### src/rtl/pcmd_pkg.sv
// ----------------------------------------------------------------------------
// pcmd_pkg
// Shared types and constants for the PWM capture to motor drive block.
// ----------------------------------------------------------------------------
package pcmd_pkg;

    localparam int TIME_W      = 16;
    localparam int DUTY_W      = 14;
    localparam int DIV_W       = 32;
    localparam int CFG_IDX_W   = 1;
    localparam int CFG_DATA_W  = 16;
    localparam int CHANNELS_DEF = 2;

    localparam logic [CFG_IDX_W-1:0] CFG_CAPTURE_PERIOD = 1'd0;
    localparam logic [CFG_IDX_W-1:0] CFG_OUTPUT_TOP     = 1'd1;

    localparam logic [15:0] PERIOD_RST = 16'd2040;
    localparam logic [15:0] TOP_RST    = 16'd8561;

    localparam logic [DUTY_W-1:0] DUTY_FULL = 14'd10000;
    localparam logic [DUTY_W-1:0] REV_LIMIT = 14'd4900;
    localparam logic [DUTY_W-1:0] FWD_LIMIT = 14'd5100;
    localparam logic [15:0]       SCALE_K   = 16'd49000;
    localparam logic [15:0]       FWD_OFFS  = 16'd11000;

    typedef struct packed {
        logic              fall;
        logic [TIME_W-1:0] ton;
    } cap_evt_t;

    typedef struct packed {
        logic busy;
        logic done;
    } div_stat_t;

    typedef enum logic [2:0] {
        ST_IDLE,
        ST_LOAD1,
        ST_DIV1,
        ST_SCALE,
        ST_LOAD2,
        ST_DIV2,
        ST_OUT
    } state_t;

endpackage

### src/rtl/pcmd_capture.sv
// ----------------------------------------------------------------------------
// pcmd_capture
// Per-channel edge tracking: stores rising timestamps, measures on-time.
// ----------------------------------------------------------------------------
module pcmd_capture
    import pcmd_pkg::*;
#(
    parameter int CHANNELS = CHANNELS_DEF
)
(
    input  logic              clk,
    input  logic              rst_n,
    input  logic              accept,
    input  logic              channel,
    input  logic [TIME_W-1:0] capture_time,
    input  logic [TIME_W-1:0] period,
    output cap_evt_t          evt
);

    logic [TIME_W-1:0] rise_reg [CHANNELS];
    logic [CHANNELS-1:0] await_reg;

    logic [CHANNELS-1:0] hit;
    logic                ch_ok;
    logic [TIME_W-1:0]   sel_rise;
    logic                sel_await;
    logic [TIME_W+1:0]   wsum;
    logic [TIME_W-1:0]   ton;

    always_comb
    begin
        sel_rise  = '0;
        sel_await = 1'b0;
        for (int i = 0; i < CHANNELS; i++)
        begin
            hit[i] = (32'(channel) == i);
            if (hit[i])
            begin
                sel_rise  = rise_reg[i];
                sel_await = await_reg[i];
            end
        end
        ch_ok = |hit;
    end

    always_comb
    begin
        wsum = (TIME_W+2)'(period) + (TIME_W+2)'(capture_time);
        if (capture_time > sel_rise)
            ton = capture_time - sel_rise;
        else if (wsum < (TIME_W+2)'(sel_rise))
            ton = '0;
        else
            ton = TIME_W'(wsum - (TIME_W+2)'(sel_rise));
    end

    assign evt.fall = accept && ch_ok && sel_await;
    assign evt.ton  = ton;

    always_ff @(posedge clk or negedge rst_n)
    begin
        if (!rst_n)
        begin
            await_reg <= '0;
            for (int i = 0; i < CHANNELS; i++)
                rise_reg[i] <= '0;
        end
        else if (accept)
        begin
            for (int i = 0; i < CHANNELS; i++)
            begin
                if (hit[i])
                begin
                    if (!await_reg[i])
                        rise_reg[i] <= capture_time;
                    await_reg[i] <= !await_reg[i];
                end
            end
        end
    end

endmodule

### src/rtl/pcmd_sdiv.sv
// ----------------------------------------------------------------------------
// pcmd_sdiv
// Bit-serial restoring divider, one quotient bit per cycle.
// ----------------------------------------------------------------------------
module pcmd_sdiv
    import pcmd_pkg::*;
(
    input  logic             clk,
    input  logic             rst_n,
    input  logic             start,
    input  logic [DIV_W-1:0] dividend,
    input  logic [15:0]      divisor,
    output div_stat_t        stat,
    output logic [DIV_W-1:0] quotient
);

    localparam int CNT_W = $clog2(DIV_W);
    localparam logic [CNT_W-1:0] CNT_LAST = CNT_W'(DIV_W - 1);

    logic [DIV_W-1:0] quo_reg;
    logic [15:0]      rem_reg;
    logic [15:0]      dvs_reg;
    logic [CNT_W-1:0] cnt_reg;
    logic             busy_reg;
    logic             done_reg;

    logic [16:0] rem_sh;
    logic        ge;
    logic [15:0] rem_next;

    always_comb
    begin
        rem_sh   = {rem_reg, quo_reg[DIV_W-1]};
        ge       = (rem_sh >= {1'b0, dvs_reg});
        rem_next = ge ? 16'(rem_sh - {1'b0, dvs_reg}) : rem_sh[15:0];
    end

    always_ff @(posedge clk)
    begin
        if (start)
        begin
            quo_reg <= dividend;
            rem_reg <= '0;
            dvs_reg <= divisor;
        end
        else if (busy_reg)
        begin
            quo_reg <= {quo_reg[DIV_W-2:0], ge};
            rem_reg <= rem_next;
        end
    end

    always_ff @(posedge clk or negedge rst_n)
    begin
        if (!rst_n)
        begin
            cnt_reg  <= '0;
            busy_reg <= 1'b0;
            done_reg <= 1'b0;
        end
        else
        begin
            done_reg <= 1'b0;
            if (start)
            begin
                cnt_reg  <= '0;
                busy_reg <= 1'b1;
            end
            else if (busy_reg)
            begin
                cnt_reg <= cnt_reg + 1'b1;
                if (cnt_reg == CNT_LAST)
                begin
                    busy_reg <= 1'b0;
                    done_reg <= 1'b1;
                end
            end
        end
    end

    assign stat.busy = busy_reg;
    assign stat.done = done_reg;
    assign quotient  = quo_reg;

endmodule

### src/rtl/pwm_capture_to_motor_drive_top.sv
// ----------------------------------------------------------------------------
// pwm_capture_to_motor_drive_top
// Capture timestamps in, duty and motor drive command out.
// ----------------------------------------------------------------------------
// A rising-edge beat is absorbed in the idle state and gives no output. A falling-
// edge beat passes through these steps: the on-time is measured, the bit-serial
// divider gives the duty, one multiply, the shared divider gives the compare
// value, plus load and output states (the braking case skips the second
// division). One beat is in flight at a time, and a new beat is taken while a
// finished result waits on the output register.
module pwm_capture_to_motor_drive_top
    import pcmd_pkg::*;
#(
    parameter int CHANNELS = CHANNELS_DEF
)
(
    input  logic                  clk,
    input  logic                  rst_n,
    input  logic                  s_tvalid,
    output logic                  s_tready,
    input  logic [TIME_W-1:0]     s_tdata,   // [15:0] capture_time
    input  logic                  s_tuser,   // [0] channel
    output logic                  m_tvalid,
    input  logic                  m_tready,
    output logic [31:0]           m_tdata,   // [13:0] duty, [14] forward, [15] brake,
                                             // [31:16] compare
    output logic                  m_tuser,   // [0] out_channel
    input  logic                  cfg_we,
    input  logic [CFG_IDX_W-1:0]  cfg_index,
    input  logic [CFG_DATA_W-1:0] cfg_wdata
);

    state_t state_reg, state_next;

    logic [15:0]       period_reg, top_reg;
    logic [TIME_W-1:0] ton_reg;
    logic              ch_reg;
    logic [DUTY_W-1:0] duty_reg;
    logic              fwd_reg, brk_reg;
    logic [DIV_W-1:0]  prod_reg;
    logic [15:0]       cmp_reg;

    logic              m_valid_reg;
    logic              out_ch_reg, out_fwd_reg, out_brk_reg;
    logic [DUTY_W-1:0] out_duty_reg;
    logic [15:0]       out_cmp_reg;

    logic              in_fire;
    logic [15:0]       period_eff;
    cap_evt_t          evt;
    div_stat_t         div_stat;
    logic              div_start;
    logic [DIV_W-1:0]  div_dividend;
    logic [15:0]       div_divisor;
    logic [DIV_W-1:0]  div_q;
    logic [DUTY_W-1:0] duty_sat;
    logic              brk_w, fwd_w;
    logic [15:0]       six_d, num;
    logic              load_ton, load_duty, load_prod, load_cmp, load_zero, load_out;

    assign in_fire    = s_tvalid && s_tready;
    assign period_eff = (period_reg == '0) ? 16'd1 : period_reg;

    pcmd_capture #(
        .CHANNELS (CHANNELS)
    ) u_capture (
        .clk          (clk),
        .rst_n        (rst_n),
        .accept       (in_fire),
        .channel      (s_tuser),
        .capture_time (s_tdata),
        .period       (period_eff),
        .evt          (evt)
    );

    pcmd_sdiv u_sdiv (
        .clk      (clk),
        .rst_n    (rst_n),
        .start    (div_start),
        .dividend (div_dividend),
        .divisor  (div_divisor),
        .stat     (div_stat),
        .quotient (div_q)
    );

    always_comb
    begin
        duty_sat = (div_q > DIV_W'(DUTY_FULL)) ? DUTY_FULL : div_q[DUTY_W-1:0];
        brk_w    = (duty_reg >= REV_LIMIT) && (duty_reg <= FWD_LIMIT);
        fwd_w    = (duty_reg > FWD_LIMIT);
        six_d    = (16'(duty_reg) << 2) + (16'(duty_reg) << 1);
        num      = fwd_w ? (six_d - FWD_OFFS) : (SCALE_K - six_d);
    end

    always_comb
    begin
        state_next   = state_reg;
        load_ton     = 1'b0;
        load_duty    = 1'b0;
        load_prod    = 1'b0;
        load_cmp     = 1'b0;
        load_zero    = 1'b0;
        load_out     = 1'b0;
        div_start    = 1'b0;
        div_dividend = prod_reg;
        div_divisor  = SCALE_K;
        s_tready     = 1'b0;
        unique case (state_reg)
            ST_IDLE:
            begin
                s_tready = 1'b1;
                if (in_fire && evt.fall)
                begin
                    load_ton   = 1'b1;
                    state_next = ST_LOAD1;
                end
            end
            ST_LOAD1:
            begin
                div_start    = 1'b1;
                div_dividend = DIV_W'(ton_reg) * DIV_W'(DUTY_FULL);
                div_divisor  = period_eff;
                state_next   = ST_DIV1;
            end
            ST_DIV1:
            begin
                if (div_stat.done)
                begin
                    load_duty  = 1'b1;
                    state_next = ST_SCALE;
                end
            end
            ST_SCALE:
            begin
                load_prod = 1'b1;
                if (brk_w)
                begin
                    load_zero  = 1'b1;
                    state_next = ST_OUT;
                end
                else
                    state_next = ST_LOAD2;
            end
            ST_LOAD2:
            begin
                div_start  = 1'b1;
                state_next = ST_DIV2;
            end
            ST_DIV2:
            begin
                if (div_stat.done)
                begin
                    load_cmp   = 1'b1;
                    state_next = ST_OUT;
                end
            end
            ST_OUT:
            begin
                if (!m_valid_reg || m_tready)
                begin
                    load_out   = 1'b1;
                    state_next = ST_IDLE;
                end
            end
            default:
                state_next = ST_IDLE;
        endcase
    end

    always_ff @(posedge clk or negedge rst_n)
    begin
        if (!rst_n)
            state_reg <= ST_IDLE;
        else
            state_reg <= state_next;
    end

    always_ff @(posedge clk or negedge rst_n)
    begin
        if (!rst_n)
        begin
            period_reg <= PERIOD_RST;
            top_reg    <= TOP_RST;
        end
        else if (cfg_we)
        begin
            unique case (cfg_index)
                CFG_CAPTURE_PERIOD: period_reg <= cfg_wdata;
                CFG_OUTPUT_TOP:     top_reg    <= cfg_wdata;
                default:            ;
            endcase
        end
    end

    always_ff @(posedge clk)
    begin
        if (load_ton)
        begin
            ton_reg <= evt.ton;
            ch_reg  <= s_tuser;
        end
        if (load_duty)
            duty_reg <= duty_sat;
        if (load_prod)
        begin
            prod_reg <= DIV_W'(num) * DIV_W'(top_reg);
            fwd_reg  <= fwd_w;
            brk_reg  <= brk_w;
        end
        if (load_zero)
            cmp_reg <= '0;
        else if (load_cmp)
            cmp_reg <= div_q[15:0];
        if (load_out)
        begin
            out_ch_reg   <= ch_reg;
            out_duty_reg <= duty_reg;
            out_fwd_reg  <= fwd_reg;
            out_brk_reg  <= brk_reg;
            out_cmp_reg  <= cmp_reg;
        end
    end

    always_ff @(posedge clk or negedge rst_n)
    begin
        if (!rst_n)
            m_valid_reg <= 1'b0;
        else if (load_out)
            m_valid_reg <= 1'b1;
        else if (m_tready)
            m_valid_reg <= 1'b0;
    end

    assign m_tvalid = m_valid_reg;
    assign m_tuser  = out_ch_reg;
    assign m_tdata  = {out_cmp_reg, out_brk_reg, out_fwd_reg, out_duty_reg};

    a_div_start_idle: assert property (@(posedge clk) disable iff (!rst_n)
        div_start |-> !div_stat.busy)
        else $error("divider started while busy");

    a_brake_zero: assert property (@(posedge clk) disable iff (!rst_n)
        m_valid_reg && out_brk_reg |-> out_cmp_reg == '0)
        else $error("nonzero compare while braking");

    a_dir_excl: assert property (@(posedge clk) disable iff (!rst_n)
        m_valid_reg |-> !(out_fwd_reg && out_brk_reg))
        else $error("forward and brake both set");

    a_duty_range: assert property (@(posedge clk) disable iff (!rst_n)
        m_valid_reg |-> out_duty_reg <= DUTY_FULL)
        else $error("duty above full scale");

endmodule

### config.mk
export PLATFORM = sky130hd
export DESIGN_NAME = pwm_capture_to_motor_drive_top
export DESIGN_NICKNAME = d
export VERILOG_FILES = /design/src/rtl/pcmd_pkg.sv /design/src/rtl/pcmd_capture.sv /design/src/rtl/pcmd_sdiv.sv /design/src/rtl/pwm_capture_to_motor_drive_top.sv
export SDC_FILE = /design/constraint.sdc
export NUM_CORES = 1
export LEC_CHECK = 0
export ABC_AREA = 1
export BUFFER_PORTS_ARGS = -buffer_cell sky130_fd_sc_hd__buf_2
export CORE_UTILIZATION = 25
export DETAILED_ROUTE_END_ITERATION = 10
export REMOVE_ABC_BUFFERS = 1
export SLEW_MARGIN = 20
export SYNTH_ARGS = -nofsm -noshare
export SYNTH_HDL_FRONTEND = slang
export SYNTH_SLANG_ARGS = --single-unit
### constraint.sdc
create_clock -name clk -period 15.34 [get_ports clk]
set_input_delay 2.301 -clock clk [delete_from_list [all_inputs] [get_ports clk]]
set_output_delay 2.301 -clock clk [all_outputs]
set_load 0.01 [all_outputs]
==> metrics.md <==
| Metric | Value |
|---|---|
| GPL Wtd Cong | `between 0.9 and 1` |
| Die X | `318 um` |
| Startpoint types | `flip-flop` |
| Wire per inst | `~15 um` |
| DP Worst Slack | `6.67 ns` |
| Initial antenna violation count | `4` |
| Largest net degree at the start of global routing | `78` |
| Area of the multi-input gates | `15500 um^2` |
| Max transition margin | `between 20% and 30%` |
| Die H | `318 um` |
| Synth Area in Adders | `between 30% and 40%` |
| Initial Util | `between 20% and 30%` |
| Full die area | `between 100000 and 150000 um^2` |
| Mapped Avg Cell Area | `8.24 um^2` |
| Worst hold path type | `flip-flop to flip-flop` |
| Vias per std cell | `roughly 4.5` |
| CTS root buffer | `clkbuf_16` |
| Yosys synthesis warning count | `0` |
| Input/output buffers | `73` |
| Hold buffers post-CTS | `0` |
| Combinational fraction of design power | `69.2%` |
| TritonCTS clock tree | `yes` |
| Sequential share of power | `17.7%` |
| Post-synth top flop | `edfxtp_1` |
| Total CTS buffers | `29` |
| First DRT Iteration DRCs | `1502` |
| Unique masters post-synth | `57` |
| Number of enable flip-flop cells after synthesis | `around 150` |
| Worst-Margin Slew | `1.08 ns` |
| Site Rows | `about 120` |
| Core area | `roughly 100000 um^2` |
| Clock group share of total power | `between 10% and 20%` |
| Post-Syn Area | `about 25000 um^2` |
| Post-CTS Resized | `0` |
| Endpoints failing setup | `0` |
| Worst vdd rail ir drop | `roughly 0.00035 V` |
| CP Data Arrival Time | `around 9.0 ns` |
| First-pass GRT wire length | `roughly 100 mm` |
| CTS HTree Levels | `1` |
| CP peak stage delay | `between 0.5 and 0.6 ns` |
| Data required time of the critical path | `15.67 ns` |
| Hold path depth | `0` |
| Total wire length | `~66 mm` |
| Final setup skew | `around 0.035 ns` |
| Post-layout minimum cycle time | `slightly below 9 ns` |
| Reg2Reg Depth | `37` |
| Setup ws final | `approximately 6.7 ns` |
| Switching Share | `between 40% and 50%` |
| DRC | `0` |
| Synth Register Bits | `between 200 and 300` |
| Max cap viols | `0` |
| Storage cell area | `6940 um^2` |
| Final HPWL DP | `53.4 mm` |
| Total power | `approximately 5.5 mW` |
| Post-synth top area share | `17.7%` |
| CP Class | `flip-flop to flip-flop` |
| Vias in the first global route | `19000` |
| ANT cells | `0` |
| Mapped Cells | `approximately 3000` |
| PwrDens | `198 nW/um^2` |
| Int Pwr | `between 2 and 3 mW` |
| Fillcell total | `around 11000` |
| CP max FO | `22` |
| Area leader, netlist | `fa_1` |
| Dominant cells by area after synthesis | `fa_1, edfxtp_1, ha_1` |
| Clk_lat worst skew | `~0.57 ns` |
| Asr flop ratio synth | `30.3%` |
| Sequential area share after synthesis | `between 20% and 30%` |
| Clk sinks | `between 200 and 300` |
| Max clock buf depth | `3` |
| DRT antenna net count | `0` |
| Slowest stage cell, crit path | `fa_1` |
| DR vias | `roughly 20000` |
| Simple-gate area share of the yosys netlist | `approximately 18%` |
| Gr ovfl total | `0` |
| Complex-gate fraction of the synthesized area | `under 10%` |
| TNS Setup | `0 ns` |
| P&R area growth vs syn | `11.2%` |
| Final nets | `3592` |
| Final Cell Area | `about 28000 um^2` |
| Placed instance area | `26700 um^2` |
| Max Slew Vio Count | `0` |
| Status | `finished, final reports clean` |
| Io pins | `between 70 and 80` |
| Most frequent cell after synthesis | `nand2_1` |
| RSZ-0062 raised after global routing | `no` |
| Drt first pass iters | `7` |
| Hold Fails Final Rpt | `0` |
| Tcrit/Tclk final | `56.6%` |
| Total GRT Usage | `between 10 and 15%` |
| Post-synthesis xor/xnor area fraction | `3.26%` |
| Main combinational cell family by area after synthesis | `adder cells` |
| Most numerous cell on the critical path | `inv_1` |
| Mux share of post-synthesis cell area | `less than 1%` |
| Worst-path clk slew | `around 0.060 ns` |
| Crit path capture type | `flip-flop` |
| Share of cells above drive strength 1 | `under 10%` |
| Post-CTS Setup Repair Bufs | `0` |
| Leakage Power | `between 10 and 15 nW` |
| Fmax | `roughly 120 MHz` |
| NetSw | `~2.7 mW` |
| Top post-synthesis cells by count | `nand2_1, inv_1, ha_1` |
layout make-up:
cell class	count	share of cell area, %
multi-input cells	2102	55.8
flip-flops and latches	254	25.0
inverters	592	8.02
well taps	1287	5.81
clock buffers	35	2.74
repair buffers	89	1.82
clock inverters	19	0.794
cell usage in the layout, fill, tap and decap left out, drive strengths merged, types with 26 or more instances in the layout:
cell and instances:
xor2 55, buf 89, inv 586, nor2 229, edfxtp 145, o21ai 194, a21oi 152, nand2 701
dfxtp 32, clkbuf 35, dfrtp 63, nand3 94, ha 265, xnor2 37, fa 220, nand4 26
critical path, delay by kind of cell, from the launching register on:
kind / cells / cell delay (ns)
flops: 1 / 0.35
buf+inv: 10 / 0.97
xor+xnor: 1 / 0.25
simple gates: 11 / 1.12
compound gates: 5 / 1.41
fa+ha+maj: 10 / 4.32
power groups by stage:
stage | registers [mW] | clock network, mW | logic (mW)
after CTS | 0.967 | 0.738 | 3.82
final | 0.969 | 0.718 | 3.79
after global routing | 0.970 | 0.764 | 4.30
after floorplan | 0.958 | 0 | 2.80
after global placement | 0.982 | 0 | 3.79
after detailed placement | 0.981 | 0 | 3.80
cells by family after synthesis:
group | count (synthesis)
and+or+nand+nor | 1092
buffers and inverters | 670
adders and majority gates | 485
AOI/OAI and AO/OA | 432
DFF | 254
xor gates and xnor gates | 92
muxes | 1
metal layers:
layer	GRT usage (%)	wire length (um)	up-vias
met2	20.2	29200	513
li1	-	-	9676
met5	0	36	-
met3	2.52	4380	66
met1	18.5	30900	9437
met4	2.30	1050	8
through the flow:
| stage | std cells | util, % | hold slack [ns] |
|---|---|---|---|
| after global placement | 4323 | 27.1 | 0.405 |
| after global routing | 4378 | 28.1 | 0.439 |
| after floorplan | 2948 | - | 0.400 |
| after CTS | 4377 | 28.1 | 0.421 |
| after detailed placement | 4323 | 27.1 | 0.406 |
| final | 4378 | 28.1 | 0.424 |
path summary, 6_finish.rpt:
check	start	to	slack, ns
setup / recovery	duty_reg[0]$_SDFFCE_PN0P_	prod_reg[29]$_DFFE_PN_	6.66
hold / removal	fwd_reg$_DFFE_PN_	out_fwd_reg$_DFFE_PP_	0.42
setup reg to reg	duty_reg[0]$_SDFFCE_PN0P_	prod_reg[29]$_DFFE_PN_	6.66
hold reg to reg	fwd_reg$_DFFE_PN_	out_fwd_reg$_DFFE_PP_	0.42
max in group asynchronous	rst_n	top_reg[12]$_DFFE_PN0P_	13.05
min in group asynchronous	rst_n	u_capture.rise_reg[10]$_DFFE_PN0P_	1.73
Note: power is estimated with default switching activity, not from simulation.
